===== src/sv/kctr_queue.sv =====
// Short first-in first-out queue that decouples the front end from the scoring pipeline.
// Depends on nothing but its parameters.
`timescale 1ns / 1ps
`default_nettype none

module kctr_queue #(
	parameter int WIDTH = 156,
	parameter int DEPTH = 2
) (
	input  logic             clk,
	input  logic             arst_n,
	input  logic             wr_en,
	input  logic [WIDTH-1:0] wr_data,
	input  logic             rd_en,
	output logic [WIDTH-1:0] rd_data,
	output logic             full,
	output logic             empty
);

	localparam int PTR_BITS  = (DEPTH > 1) ? $clog2(DEPTH) : 1;
	localparam int FILL_BITS = $clog2(DEPTH + 1);

	logic [WIDTH-1:0]     mem_q [DEPTH];
	logic [PTR_BITS-1:0]  wr_ptr_q;
	logic [PTR_BITS-1:0]  rd_ptr_q;
	logic [FILL_BITS-1:0] fill_q;
	logic                 do_wr;
	logic                 do_rd;

	function automatic logic [PTR_BITS-1:0] ptr_next(input logic [PTR_BITS-1:0] p);
		return (p == PTR_BITS'(DEPTH - 1)) ? '0 : p + PTR_BITS'(1);
	endfunction

	assign full    = (fill_q == FILL_BITS'(DEPTH));
	assign empty   = (fill_q == '0);
	assign do_wr   = wr_en && !full;
	assign do_rd   = rd_en && !empty;
	assign rd_data = mem_q[rd_ptr_q];

	always_ff @(posedge clk) begin
		if (do_wr) begin
			mem_q[wr_ptr_q] <= wr_data;
		end
	end

	always_ff @(posedge clk or negedge arst_n) begin
		if (!arst_n) begin
			wr_ptr_q <= '0;
			rd_ptr_q <= '0;
			fill_q   <= '0;
		end else begin
			if (do_wr) begin
				wr_ptr_q <= ptr_next(wr_ptr_q);
			end
			if (do_rd) begin
				rd_ptr_q <= ptr_next(rd_ptr_q);
			end
			if (do_wr && !do_rd) begin
				fill_q <= fill_q + FILL_BITS'(1);
			end else if (do_rd && !do_wr) begin
				fill_q <= fill_q - FILL_BITS'(1);
			end
		end
	end

endmodule

`default_nettype wire


===== config.mk =====
export PLATFORM = sky130hd
export DESIGN_NAME = kctr_queue
export DESIGN_NICKNAME = d
export VERILOG_FILES = /design/src/sv/kctr_queue.sv
export SDC_FILE = /design/constraint.sdc
export NUM_CORES = 1
export LEC_CHECK = 0
export BUFFER_PORTS_ARGS = -buffer_cell sky130_fd_sc_hd__clkbuf_2
export CAP_MARGIN = 20
export CORE_MARGIN = 8
export CORE_UTILIZATION = 45
export CTS_CLUSTER_SIZE = 25
export DETAILED_ROUTE_END_ITERATION = 7
export MAX_ROUTING_LAYER = met4
export PLACE_DENSITY = 0.7
export REMOVE_ABC_BUFFERS = 1
export SLEW_MARGIN = 10
export SYNTH_ARGS = -nofsm -noshare
export SYNTH_HDL_FRONTEND = slang
export SYNTH_SLANG_ARGS = --single-unit

===== constraint.sdc =====
create_clock -name clk -period 24.3 [get_ports clk]
set_input_delay 2.43 -clock clk [delete_from_list [all_inputs] [get_ports clk]]
set_output_delay 2.43 -clock clk [all_outputs]
set_load 0.1 [all_outputs]

==> flow_metrics.tcl <==
set metrics [dict create \
    status "complete, no violations" \
    synth_cells 504 \
    wl_met2_um 12300 \
    clock_skew_ns 0.0217 \
    globalplace.congestion 0.740 \
    path_depth 3 \
    slew_viol_final 0 \
    wirelength_met1_um 9830 \
    grt_overflow 0 \
    synth_seq_cells 316 \
    end_kind "primary output" \
    routed-wl-met3_um 1820 \
    ios 318 \
    port_buffers 317 \
    vias 5862 \
    hold_depth 1 \
    wl_per_cell_um 20.3 \
    start_util 0.458 \
    cp_top_family "buffers and inverters" \
    setup_viol 0 \
    synthToLayoutAreaGrowth_pct 25.5 \
    grt_pass1_wl_um 36200 \
    std_cell_rows 58 \
    cts-resized-gates 0 \
    yosysUniqueCellTypes 15 \
    cts_buffers 31 \
    highest_layer "met4" \
    drv_cap 0 \
    routed_wl_um 24300 \
    grt_pass1_vias 6427 \
    grtUsageTotal 0.154 \
    tightest_slew_ns 1.02 \
    rrSetupSlack_ns 21.70 \
    die_w_um 176 \
    critPathRequiredTime_ns 21.87 \
    critPathLaunchType "flip-flop" \
    drive_gt1_frac 0.609 \
    drt-pass1-iter-count 4 \
    layout.nets 1004 \
    grt_antenna_before_repair 2 \
    utilization 0.574 \
    worstPathCellList "buf_4 > mux2_2 > clkbuf_2" \
    cts_root_buf "clkbuf_16" \
    slowest_delay_ns 0.78 \
    hold_path_class "flip-flop to flip-flop" \
    syn_avg_cell_area_sq_um 22.8 \
    rr_worst_depth 4 \
    clock_latency_ns 0.55 \
    syn_area_sq_um 11500 \
    dp.cells 1140 \
    ys_seq_area_frac 0.824 \
    via_per_inst 4.89 \
    ctsHoldBuffers 0 \
    hpwl_um 16600 \
    die_height_um 176 \
    timing.final.crit_share 0.212 \
    setup-tns-final_ns 0 \
    first_iter_violations 360 \
    core-area_sq_um 25100 \
    cts.sinks 316 \
    slew_headroom 0.318 \
    grt_max_degree 76 \
    cpMaxStageDelayCell "buf_4" \
    rsz0062_at_grt "no" \
    cp.arrival_ns 2.73 \
    critical_path_buf_inv_count 2 \
    drc_errors 0 \
    period_needed_ns 5.16 \
    fin_cells 1200 \
    die_area_sq_um 30900 \
    worstSetupPathType "flip-flop to primary output" \
    max_freq_ghz 0.194 \
    drtAntennaViolNets 0 \
    hold_viol 0 \
    cts_max_level 1 \
    synth_warnings 0 \
    clk_pin_slew_ns 0.06 \
    cts_max_path_buffers 3 \
    cp_max_fo 75 \
    cts_tree "done" \
    post-cts-setup-buffer-count 0 \
]
per-layer routing:
metal | up-vias | track usage
li1 | 2698 | -
met1 | 2910 | 0.185
met2 | 225 | 0.259
met3 | 29 | 0.0389
met4 | 0 | 0.0339
met5 | - | -
area by class of cell:
| class | count | area (sq um) |
|---|---|---|
| clock inverters | 23 | 244 |
| fillers | 1975 | 10700 |
| inverters | 2 | 7.51 |
| clock buffers | 35 | 791 |
| flip-flops and latches | 316 | 9470 |
| diodes | 2 | 5.00 |
| repair buffers | 323 | 1630 |
| multi-input cells | 169 | 1860 |
| well taps | 330 | 413 |
synth_stat cells:
master / count / area (sq um)
inv_1: 2 / 7.51
ha_1: 1 / 12.5
buf_6: 13 / 146
buf_4: 2 / 15.0
mux2_2: 156 / 1760
xor2_1: 2 / 17.5
nor2_1: 3 / 11.3
xnor2_1: 3 / 26.3
and3_1: 1 / 6.26
nand2_1: 1 / 3.75
o21ai_0: 1 / 5.00
dfrtp_1: 4 / 100
buf_2: 2 / 10.0
edfxtp_1: 312 / 9370
nand2b_1: 1 / 6.26
metrics by stage:
| step | hold slack (ns) | worst slack [ns] | area [sq um] |
|---|---|---|---|
| after CTS | 0.541 | 19.12 | 14400 |
| after floorplan | 0.461 | 14.63 | 11300 |
| final | 0.528 | 19.14 | 14400 |
| after global routing | 0.555 | 19.02 | 14400 |
| after detailed placement | 0.524 | 19.71 | 13400 |
| after global placement | 0.517 | 19.69 | 13400 |
worst register-to-register path, stage by stage, from the launching register on:
cell      delay [ns]
dfrtp_1         0.43
nand2b_1        0.18
nand2_1         0.15
nor2_4          0.55
buf_4           0.86
cell families (layout without fill, tap and decap cells):
family,Yosys count,count (layout),share of synthesized area
adder cells (fa/ha/maj),1,1,0.00109
XOR/XNOR,5,5,0.00381
buffers and inverters,19,383,0.0156
flip-flops,316,316,0.824
multiplexers,156,156,0.153
other,0,2,0
AO/OA/AOI/OAI,1,1,0.000435
AND/OR/NAND/NOR,6,6,0.00240
layout by cell type, fill, tap and decap left out, types with 3 or more instances in the layout:
cell type	n
buf_4	6
clkbuf_16	31
clkbuf_2	317
clkinv_2	7
clkinv_1	7
bufinv_16	5
xnor2_1	3
dfrtp_1	3
clkbuf_1	4
mux2_2	156
edfxtp_1	312
state kept, by name, summed over array words and instances (netlist names):
register / count
fill_q: 2
mem_q: 312
rd_ptr_q: 1
wr_ptr_q: 1
path summary, 6_finish.rpt:
path                                 from           end
worst max-delay path             rd_ptr_q   rd_data[37]
worst min-delay path            fill_q[1]     fill_q[1]
worst max register to register  fill_q[0]  mem_q[0][48]
worst min register to register  fill_q[1]     fill_q[1]
max in group asynchronous          arst_n      rd_ptr_q
min in group asynchronous          arst_n     fill_q[1]
Power is left out: the tool's default activity adds up to more than one toggle a clock period on the data nets, which glitch-free logic cannot reach.
