[config.mk]
export PLATFORM = sky130hd
export DESIGN_NAME = kctr_front
export DESIGN_NICKNAME = d
export VERILOG_FILES = /design/src/sv/kctr_pkg.sv /design/src/sv/kctr_front.sv
export SDC_FILE = /design/constraint.sdc
export NUM_CORES = 1
export LEC_CHECK = 0
export ABC_AREA = 1
export BUFFER_PORTS_ARGS = -buffer_cell sky130_fd_sc_hd__buf_4
export CORE_ASPECT_RATIO = 0.75
export CORE_MARGIN = 2
export CORE_UTILIZATION = 48
export CTS_BUF_LIST = sky130_fd_sc_hd__clkbuf_16
export CTS_CLUSTER_DIAMETER = 50
export DETAILED_ROUTE_END_ITERATION = 7
export GPL_TIMING_DRIVEN = 0
export PLACE_DENSITY = 0.64
export SYNTH_ARGS = -nofsm -noshare
export SYNTH_HDL_FRONTEND = slang
export SYNTH_SLANG_ARGS = --single-unit
[constraint.sdc]
create_clock -name clk -period 2.5 [get_ports clk]
set_input_delay 0.125 -clock clk [delete_from_list [all_inputs] [get_ports clk]]
set_output_delay 0.125 -clock clk [all_outputs]
set_load 0.02 [all_outputs]
[src/sv/kctr_pkg.sv]
// Shared types, constants and keyword tables for the keyword count text router.
// Depends on nothing; every other file of the block but kctr_queue imports it.
`timescale 1ns / 1ps
`default_nettype none

package kctr_pkg;

	localparam int NUM_KEYWORDS    = 10;
	localparam int WIN_DEPTH       = 8;
	localparam int MATCH_SPAN      = WIN_DEPTH + 1;
	localparam int NUM_CLASSES     = 4;
	localparam int WEIGHT_BITS     = 4;
	localparam int WEIGHT_VEC_BITS = NUM_KEYWORDS * WEIGHT_BITS;
	localparam int CONF_BITS       = 7;
	localparam int CFG_INDEX_BITS  = 3;
	localparam int CFG_DATA_BITS   = WEIGHT_VEC_BITS;
	localparam int SCORE_BITS      = 22;
	localparam int ROUTE_BITS      = 3;
	localparam int LENGTH_OUT_BITS = 16;
	localparam int QUEUE_DEPTH     = 2;

	// Configuration register indexes.
	localparam logic [CFG_INDEX_BITS-1:0] CFG_MATERIAL   = 3'd0;
	localparam logic [CFG_INDEX_BITS-1:0] CFG_SOIL       = 3'd1;
	localparam logic [CFG_INDEX_BITS-1:0] CFG_WATER      = 3'd2;
	localparam logic [CFG_INDEX_BITS-1:0] CFG_MULTI      = 3'd3;
	localparam logic [CFG_INDEX_BITS-1:0] CFG_CONFIDENCE = 3'd4;

	// Class positions in weight and score vectors.
	localparam int CLASS_MATERIAL = 0;
	localparam int CLASS_SOIL     = 1;
	localparam int CLASS_WATER    = 2;
	localparam int CLASS_MULTI    = 3;

	// Route codes.
	localparam logic [ROUTE_BITS-1:0] ROUTE_MATERIAL = 3'd0;
	localparam logic [ROUTE_BITS-1:0] ROUTE_SOIL     = 3'd1;
	localparam logic [ROUTE_BITS-1:0] ROUTE_WATER    = 3'd2;
	localparam logic [ROUTE_BITS-1:0] ROUTE_MULTI    = 3'd3;
	localparam logic [ROUTE_BITS-1:0] ROUTE_UNKNOWN  = 3'd4;

	localparam logic [SCORE_BITS-1:0]      SCORE_MAX      = '1;
	localparam logic [LENGTH_OUT_BITS-1:0] LENGTH_OUT_MAX = '1;

	localparam logic [WEIGHT_VEC_BITS-1:0] MATERIAL_WEIGHTS_RST = 40'd8592293898;
	localparam logic [WEIGHT_VEC_BITS-1:0] SOIL_WEIGHTS_RST     = 40'd206242341024;
	localparam logic [WEIGHT_VEC_BITS-1:0] WATER_WEIGHTS_RST    = 40'd18522049024;
	localparam logic [WEIGHT_VEC_BITS-1:0] MULTI_WEIGHTS_RST    = 40'd219046756352;
	localparam logic [CONF_BITS-1:0]       CONF_RST             = 7'd5;

	localparam logic [7:0] UPPER_A  = 8'h41;
	localparam logic [7:0] UPPER_Z  = 8'h5A;
	localparam logic [7:0] CASE_BIT = 8'h20;

	// Keyword text, right aligned: the final character sits in byte 0.
	localparam logic [8*MATCH_SPAN-1:0] KW_TEXT [NUM_KEYWORDS] = '{
		"material", "soil", "water", "compost", "recycle",
		"carbon", "erosion", "aquifer", "pollution", "habitat"
	};
	localparam int KW_LEN [NUM_KEYWORDS] = '{8, 4, 5, 7, 7, 6, 7, 7, 9, 7};

	typedef logic [NUM_CLASSES-1:0][WEIGHT_VEC_BITS-1:0] class_weights_t;
	typedef logic [NUM_CLASSES-1:0][SCORE_BITS-1:0]      scores_t;

	typedef struct packed {
		class_weights_t        weights;
		logic [CONF_BITS-1:0]  conf;
	} route_cfg_t;

	function automatic logic [7:0] fold_case(input logic [7:0] b);
		logic upper;
		upper = (b >= UPPER_A) && (b <= UPPER_Z);
		return upper ? (b | CASE_BIT) : b;
	endfunction

endpackage

`default_nettype wire

[src/sv/kctr_front.sv]
// Front end: takes prompt bytes, keeps the match window and the saturating counters.
// Depends on kctr_pkg; hands a snapshot of each finished prompt to the queue.
`timescale 1ns / 1ps
`default_nettype none

module kctr_front import kctr_pkg::*; #(
	parameter int MAX_LENGTH_BITS = 16,
	parameter int COUNT_BITS      = 14
) (
	input  logic                                   clk,
	input  logic                                   arst_n,
	input  logic                                   push,
	input  logic [7:0]                             text_byte,
	input  logic                                   has_byte,
	input  logic                                   last,
	input  logic                                   q_full,
	output logic                                   full,
	output logic                                   snap_push,
	output logic [NUM_KEYWORDS-1:0][COUNT_BITS-1:0] snap_counts,
	output logic [MAX_LENGTH_BITS-1:0]             snap_length
);

	logic [7:0]                              win_q [WIN_DEPTH];
	logic [NUM_KEYWORDS-1:0][COUNT_BITS-1:0] cnt_q;
	logic [NUM_KEYWORDS-1:0][COUNT_BITS-1:0] cnt_nx;
	logic [MAX_LENGTH_BITS-1:0]              len_q;
	logic [MAX_LENGTH_BITS-1:0]              len_nx;
	logic [7:0]                              cur;
	logic [7:0]                              hist [MATCH_SPAN];
	logic [NUM_KEYWORDS-1:0]                 hit;
	logic                                    accept;

	assign full   = q_full;
	assign accept = push && !q_full;
	assign cur    = fold_case(text_byte);

	always_comb begin
		for (int i = 0; i < WIN_DEPTH; i++) begin
			hist[i] = win_q[i];
		end
		hist[WIN_DEPTH] = cur;
	end

	// Each keyword is compared against the tail of the window ending at the new byte.
	always_comb begin
		for (int k = 0; k < NUM_KEYWORDS; k++) begin
			hit[k] = 1'b1;
			for (int j = 0; j < MATCH_SPAN; j++) begin
				if (j < KW_LEN[k] && hist[WIN_DEPTH-j] != KW_TEXT[k][8*j +: 8]) begin
					hit[k] = 1'b0;
				end
			end
		end
	end

	always_comb begin
		for (int k = 0; k < NUM_KEYWORDS; k++) begin
			cnt_nx[k] = cnt_q[k];
			if (has_byte && hit[k] && cnt_q[k] != '1) begin
				cnt_nx[k] = cnt_q[k] + COUNT_BITS'(1);
			end
		end
		len_nx = len_q;
		if (has_byte && len_q != '1) begin
			len_nx = len_q + MAX_LENGTH_BITS'(1);
		end
	end

	assign snap_push   = accept && last;
	assign snap_counts = cnt_nx;
	assign snap_length = len_nx;

	always_ff @(posedge clk or negedge arst_n) begin
		if (!arst_n) begin
			for (int i = 0; i < WIN_DEPTH; i++) begin
				win_q[i] <= '0;
			end
			cnt_q <= '0;
			len_q <= '0;
		end else if (accept) begin
			if (last) begin
				for (int i = 0; i < WIN_DEPTH; i++) begin
					win_q[i] <= '0;
				end
				cnt_q <= '0;
				len_q <= '0;
			end else if (has_byte) begin
				for (int i = 0; i < WIN_DEPTH - 1; i++) begin
					win_q[i] <= win_q[i+1];
				end
				win_q[WIN_DEPTH-1] <= cur;
				cnt_q <= cnt_nx;
				len_q <= len_nx;
			end
		end
	end

endmodule

`default_nettype wire

==> metrics.md, run 1 <==
| Metric | Value |
|---|---|
| Total wire length | `53,300 µm` |
| CTS Buffer Depth | `3` |
| Worst min-delay path class | `in2reg` |
| Overall Global Routing Usage | `0.312` |
| Largest net degree at the start of global routing | `117` |
| Fmax | `340 MHz` |
| Starting Density | `0.484` |
| Worst Path Max Fanout | `6` |
| Synth Instances | `2,112` |
| CP Class | `reg2out` |
| DRT Pass-1 Iters | `5` |
| Seq/Total Area, Yosys | `0.379` |
| Worst Path Arrival | `2.81 ns` |
| Power Dens Cells | `404 mW/mm²` |
| Slowest-stage cell, CP | `dfrtp_2` |
| Most used DFF post-synth | `dfrtp_1` |
| Syn nets | `2,137` |
| Crit path launch type | `register` |
| Count of cell types in the netlist | `40` |
| Min-delay src | `text_byte[5]` |
| Final setup vio count | `147` |
| Least-Margin Pin Slew | `0.980 ns` |
| Die height | `155 µm` |
| Avg Cell Area, Syn | `6.88 µm²` |
| Final Cycle Share | `1.18` |
| Ys async rst share | `1.00` |
| Worst Path Buf+Inv | `4` |
| R2R Setup Slk | `0 ns` |
| Worst R2R Path Depth | `14` |
| Post-layout util | `0.738` |
| H-tree Lvls | `1` |
| Mapped cell area | `0.0145 mm²` |
| Ys Warns | `0` |
| Fin nets | `2,564` |
| Leak | `10.6 nW` |
| Via density per instance | `5.50` |
| Pwr Total | `8.95 mW` |
| Status | `complete, but fails checks` |
| Storage cell area | `0.00552 mm²` |
| Final Hold Vio Count | `0` |
| Max_slew headroom | `0.342` |
| Worst Hold Depth | `5` |
| First-pass GRT wire length | `79,100 µm` |
| RSZ-0062 raised after global routing | `yes` |
| Worst Hold Path EP | `hist[13]$_DFFE_PN0P_` |
| # clock sinks | `220` |
| Fillers | `2,289` |
| CP Cell Sequence | `nor2_4 > buf_4 > nand3_1 > nor2_4 > nand4_1 > nor2_4 > nand2_4 > buf_6 > clkinv_8 > nand3_4 > and2_4 > buf_6` |
| Minimum clock period | `2.94 ns` |
| IO Pins | `172` |
| Diodes inserted | `0` |
| Post-synth EDFFs | `0` |
| R2R Path End | `cnt_q[21]$_DFFE_PN0P_` |
| Skew-Pair Late Insertion Delay | `0.58 ns` |
| CTS buffer count | `30` |
| Vias in the first global route | `15,100` |
| Critical R2R Launch | `hist[27]$_DFFE_PN0P_` |
| Final setup TNS | `-44.44 ns` |
| Initial antenna violation count | `0` |
| DRC viols | `0` |
| Port Buf Inserts | `170` |
| Max-cap violation count | `0` |
| CTS tree | `yes` |
| DRT antenna net count | `0` |
| Failing checks | `negative setup slack` |
| Die W | `205 µm` |
| Req. time, crit path | `2.38 ns` |
| WHS | `0.0498 ns` |
| VDD IR max | `0.515 mV` |
| Full die area | `0.0317 mm²` |
| FF+latch count, synth | `220` |
| Via count of the routed design | `16,300` |
| Final Wtd Congestion | `1.01` |
| Total congestion overflow | `0` |
| Num rows | `55` |
| Layout cells sized above 1 | `0.368` |
| HPWL after DPL | `33,900 µm` |
| Cell family with most CP delay | `simple AND/OR/NAND/NOR gates` |
| Final Worst Setup Slack | `-0.439 ns` |
| Fin. max-slew vios | `0` |
| DR iter-0 viols | `1,248` |
| Clk root buf | `clkbuf_16` |
| Area delta synth->final | `52.5%` |
| Most used cell, CP | `nor2_4` |
| Clock-pin slew on the worst setup and hold paths | `0.06 ns` |
| Setup Skew | `0.0166 ns` |
| Avg WL per Cell | `18.0 µm` |
| Core area | `0.0300 mm²` |
| Multi-input gate area | `0.00968 mm²` |
| CP endpoint kind | `primary output` |
| CP peak stage delay | `0.44 ns` |
[metal layers]
| metal | GRT usage | part of all wire | vias up |
|---|---|---|---|
| met3 | 0.0586 | 0.072 | 144 |
| met1 | 0.441 | 0.43 | 7832 |
| met5 | 0 | 0 | - |
| li1 | - | - | 7661 |
| met2 | 0.490 | 0.46 | 657 |
| met4 | 0.0867 | 0.034 | 0 |
[where the power goes]
part,internal (mW),switching (mW),leakage [nW]
Sequential,3.63,0.0714,3.03
Clock,2.67,1.80,0.519
Combinational,0.263,0.519,7.00
[timing repair]
item | CTS | global route
gates cloned | 6 | 6
hold buffers | 8 | 0
setup buffers | 141 | 80
endpoints found under the hold margin | 111 | 0
pin swaps | 81 | 121
endpoints found under the setup margin | 159 | 160
gates resized for setup | 433 | 394
[worst max path at each step]
stage,cells past startpoint,slack (ns),start,endpoint
2_1_floorplan,9,0.24,cnt_q[84]$_DFFE_PN0P_,cnt_q[85]$_DFFE_PN0P_
3_3_place_gp,1,-0.49,arst_n,cnt_q[38]$_DFFE_PN0P_
3_5_place_dp,8,-0.23,hist[23]$_DFFE_PN0P_,snap_counts[124]
4_1_cts,9,-0.35,hist[25]$_DFFE_PN0P_,snap_counts[44]
5_1_grt,13,-0.52,hist[39]$_DFFE_PN0P_,snap_counts[56]
6_report,12,-0.44,hist[27]$_DFFE_PN0P_,snap_counts[18]
[cell type report]
type	count	area share
Multi-Input combinational cell	1512	0.437
Sequential cell	220	0.249
Timing Repair Buffer	394	0.171
Inverter	316	0.0552
Clock buffer	31	0.0350
Tap cell	399	0.0225
Buffer	65	0.0186
Clock inverter	25	0.0108
[worst min-delay path, delay by kind of cell]
family,cells,cell delay [ns]
AND/OR/NAND/NOR,1,0.14
AO/OA/AOI/OAI,1,0.11
buffers and inverters,3,0.20
[per-stage QoR]
step | std cells | setup WS [ns] | instance area (µm²)
2_1_floorplan | 2112 | 0.243 | 14500
3_3_place_gp | 2681 | -0.491 | 16300
3_5_place_dp | 2682 | -0.228 | 16300
4_1_cts | 2887 | -0.354 | 20000
5_1_grt | 2962 | -0.517 | 22200
6_report | 2962 | -0.439 | 22200
[cell usage in the layout, fill, tap and decap left out, types with 73 or more instances in the layout]
master	netlist	layout
dfrtp_1	220	206
inv_1	309	259
nor2_1	145	89
nand2_1	646	522
buf_6	5	179
o22ai_1	75	73
buf_4	8	203
nand3_1	175	130
nand2_2	6	92
[flip-flops by register name (all words and copies together) (netlist names)]
name and flops:
cnt_q 140, hist 64, len_q 16
[cells in the mapped netlist, types with 3 or more instances]
library cell,n,area (µm²)
nand2_1,646,2420
inv_1,309,1160
dfrtp_1,220,5510
nand3_1,175,876
nor2_1,145,544
o21ai_0,83,415
o22ai_1,75,469
xor2_1,73,639
nor3_1,72,360
nand4_1,65,407
and2_1,39,244
clkbuf_1,39,146
nor4_1,16,100
o21ai_2,16,140
buf_2,13,65.1
o21ai_1,13,65.1
nand3b_1,12,90.1
ha_1,11,138
a21oi_1,10,50.1
nor2_2,10,62.6
xnor2_1,9,78.8
buf_4,8,60.1
nor3_2,8,80.1
nand2_2,6,37.5
buf_6,5,56.3
inv_2,5,18.8
nor2_4,5,56.3
or2_2,4,25.0
nor3_4,3,48.8
o21bai_1,3,22.5
[logic make-up (layout without fill, tap and decap cells)]
kind of cell               after synthesis  in the layout  synth area share
DFF                                    220            220             0.379
and+or+nand+nor                       1214           1215             0.375
xor gates and xnor gates                83             83            0.0506
buffers and inverters                  381            831             0.104
adders and majority gates               11             11           0.00947
AOI/OAI and AO/OA                      203            203            0.0816
No activity file was read; power rests on OpenSTA's default activity.
==> run 2: changes to the inputs <==
CTS_CLUSTER_DIAMETER = default   (was 50)
SETUP_SLACK_MARGIN = 0.5   (was default)
==> run 2 against run 1 <==
The run still ends with negative setup slack left. Utilization increased by 4.1 points. Sequential power barely moved. Cell area is 5.5% higher. Critical path type unchanged. Critical endpoint is now snap_counts[4]. Largest cell class unchanged. Highest routed layer unchanged.
==> metrics.md, run 2 (synthesis gave the netlist of run 1 again) <==
| Metric | Value |
|---|---|
| Die W | `205 µm (unchanged)` |
| WHS | `0.0664 ns (+0.0165 ns)` |
| First-pass GRT wire length | `82,500 µm (+4.3%)` |
| Port Buf Inserts | `170 (unchanged)` |
| H-tree Lvls | `1 (unchanged)` |
| Skew-Pair Late Insertion Delay | `0.56 ns (-0.02 ns)` |
| Critical R2R Launch | `cnt_q[0]$_DFFE_PN0P_` |
| Post-Layout Cell Count | `3,042 (+2.7%)` |
| IO Pins | `172 (unchanged)` |
| Slowest-stage cell, CP | `dfrtp_1` |
| DRT Pass-1 Iters | `6 (+1)` |
| Layout cells sized above 1 | `0.422 (+0.0547)` |
| Most frequent cells in the layout | `nand2_1, buf_6, inv_1, buf_4, dfrtp_1` |
| Fin. max-slew vios | `0 (unchanged)` |
| Area delta synth->final | `60.9%` |
| Pwr Total | `8.55 mW (-4.5%)` |
| Vias in the first global route | `15,700 (+4.1%)` |
| Placed Cells | `2,683 (+0.037%)` |
| CP Class | `reg2out` |
| Largest register FFs | `140 (unchanged)` |
| Setup Skew | `0.0200 ns (+0.00344 ns)` |
| Final setup TNS | `-43.56 ns (+0.880 ns)` |
| Full die area | `0.0317 mm² (unchanged)` |
| CP Cell Sequence | `ha_2 > inv_2 > nor3_4 > nand2_2 > nor3_4 > nand2_2 > nor2_4 > inv_2 > nand2_4 > inv_8 > nand2_2 > nand2_2 > and2_4 > buf_6` |
| CTS buffer count | `26 (-13%)` |
| Fillers | `2,009 (-12%)` |
| Worst Path Max Fanout | `6 (unchanged)` |
| Most used cell, CP | `nand2_2` |
| Reg with most FFs | `cnt_q` |
| Worst min-delay path class | `in2async` |
| Initial antenna violation count | `0 (unchanged)` |
| Clock-pin slew on the worst setup and hold paths | `0.07 ns (about the same)` |
| Commonest non-fill, non-tap cell in the layout | `nand2_1` |
| Fmax | `329 MHz (-3.2%)` |
| R2R Setup Slk | `-0.46 ns (-0.46 ns)` |
| Largest net degree at the start of global routing | `97 (-17%)` |
| DRC viols | `0 (unchanged)` |
| Post-layout util | `0.779 (+0.0406)` |
| Status | `complete, but fails checks` |
| Final Hold Vio Count | `0 (unchanged)` |
| DR iter-0 viols | `1,909 (+53%)` |
| Max-cap violation count | `0 (unchanged)` |
| Total wire length | `60,300 µm (+13%)` |
| Starting Density | `0.484 (unchanged)` |
| CP peak stage delay | `0.43 ns (about the same)` |
| Least-Margin Pin Slew | `0.976 ns (-0.00383 ns)` |
| Final Wtd Congestion | `0.944 (-6.3%)` |
| Total congestion overflow | `0 (unchanged)` |
| Num rows | `55 (unchanged)` |
| Worst R2R Path Depth | `20 (+6)` |
| Final Worst Setup Slack | `-0.537 ns (-0.0985 ns)` |
| Power Dens Cells | `366 mW/mm² (-9.5%)` |
| Core area | `0.0300 mm² (unchanged)` |
| DRT antenna net count | `0 (unchanged)` |
| Req. time, crit path | `2.38 ns (about the same)` |
| Design area | `0.0234 mm² (+5.5%)` |
| Final setup vio count | `164 (+12%)` |
| Failing checks | `negative setup slack` |
| Max_slew headroom | `0.349 (+0.00758)` |
| Via count of the routed design | `17,400 (+6.8%)` |
| Diodes inserted | `0 (unchanged)` |
| CTS Buffer Depth | `3 (unchanged)` |
| Final Cycle Share | `1.21 (+0.0394)` |
| Via density per instance | `5.72 (+4.0%)` |
| Avg WL per Cell | `19.8 µm (+10%)` |
| Placed instance area | `0.0164 mm² (+0.57%)` |
| HPWL after DPL | `34,800 µm (+2.6%)` |
| Overall Global Routing Usage | `0.326 (+0.0139)` |
| Pre-CTS setup slack | `-0.442 ns (-0.214 ns)` |
| RSZ-0062 raised after global routing | `yes` |
| Minimum clock period | `3.04 ns (+0.0985 ns)` |
| R2R Path End | `cnt_q[4]$_DFFE_PN0P_` |
| CTS tree | `yes` |
| Fin nets | `2,648 (+3.3%)` |
| Die height | `155 µm (unchanged)` |
| Worst Path Arrival | `2.91 ns (+0.10 ns)` |
| Clk root buf | `clkbuf_16` |
| Leak | `11.1 nW (+5.0%)` |
| Crit path launch type | `register` |
| # clock sinks | `220 (unchanged)` |
| CP endpoint kind | `primary output` |
| VDD IR max | `0.490 mV (-4.9%)` |
[run 2: worst max-delay path by stage]
stage	startpoint	end	slack (ns)	depth (start not counted)
after global routing	cnt_q[0]$_DFFE_PN0P_	snap_counts[0]	-0.59	13
after detailed placement	hist[23]$_DFFE_PN0P_	snap_counts[124]	-0.44	8
after global placement	arst_n	cnt_q[37]$_DFFE_PN0P_	-0.50	1
after CTS	hist[38]$_DFFE_PN0P_	snap_counts[80]	-0.33	13
final	cnt_q[0]$_DFFE_PN0P_	snap_counts[4]	-0.54	14
after floorplan	cnt_q[84]$_DFFE_PN0P_	cnt_q[85]$_DFFE_PN0P_	0.43	9
[run 2: metal layers]
metal / global-route usage / wire, µm / vias to the layer above
met2: 0.508 / 27500 / 967
met3: 0.0712 / 5490 / 280
met1: 0.453 / 24100 / 8328
li1: - / - / 7830
met4: 0.101 / 3240 / 0
met5: 0 / 0 / -
[run 2: where the power goes]
| part | switching, mW | internal [mW] |
|---|---|---|
| Sequential | 0.0731 | 3.63 |
| Combinational | 0.561 | 0.310 |
| Clock | 1.71 | 2.27 |
[run 2: final cells by class]
| class | instances | area (µm²) | area share |
|---|---|---|---|
| clock inverters | 21 | 184 | 0.00787 |
| repair buffers | 482 | 4770 | 0.204 |
| multi-input cells | 1512 | 10100 | 0.431 |
| clock buffers | 27 | 676 | 0.0289 |
| flip-flops and latches | 220 | 5530 | 0.237 |
| inverters | 316 | 1230 | 0.0526 |
| plain buffers | 65 | 407 | 0.0174 |
| well taps | 399 | 499 | 0.0214 |
[run 2: what timing repair did]
action,CTS,global route
hold buffers,8,0
buffers inserted,197,93
pin swaps,130,164
endpoints found under the hold margin,173,0
gates cloned,8,5
setup endpoints to repair,315,313
gates resized for setup,514,507
[run 2: critical path, delay by kind of cell (launching register included)]
kind	cells	cell delay, ns
fa+ha+maj	1	0.25
simple gates	9	1.32
flops	1	0.43
buf+inv	4	0.34
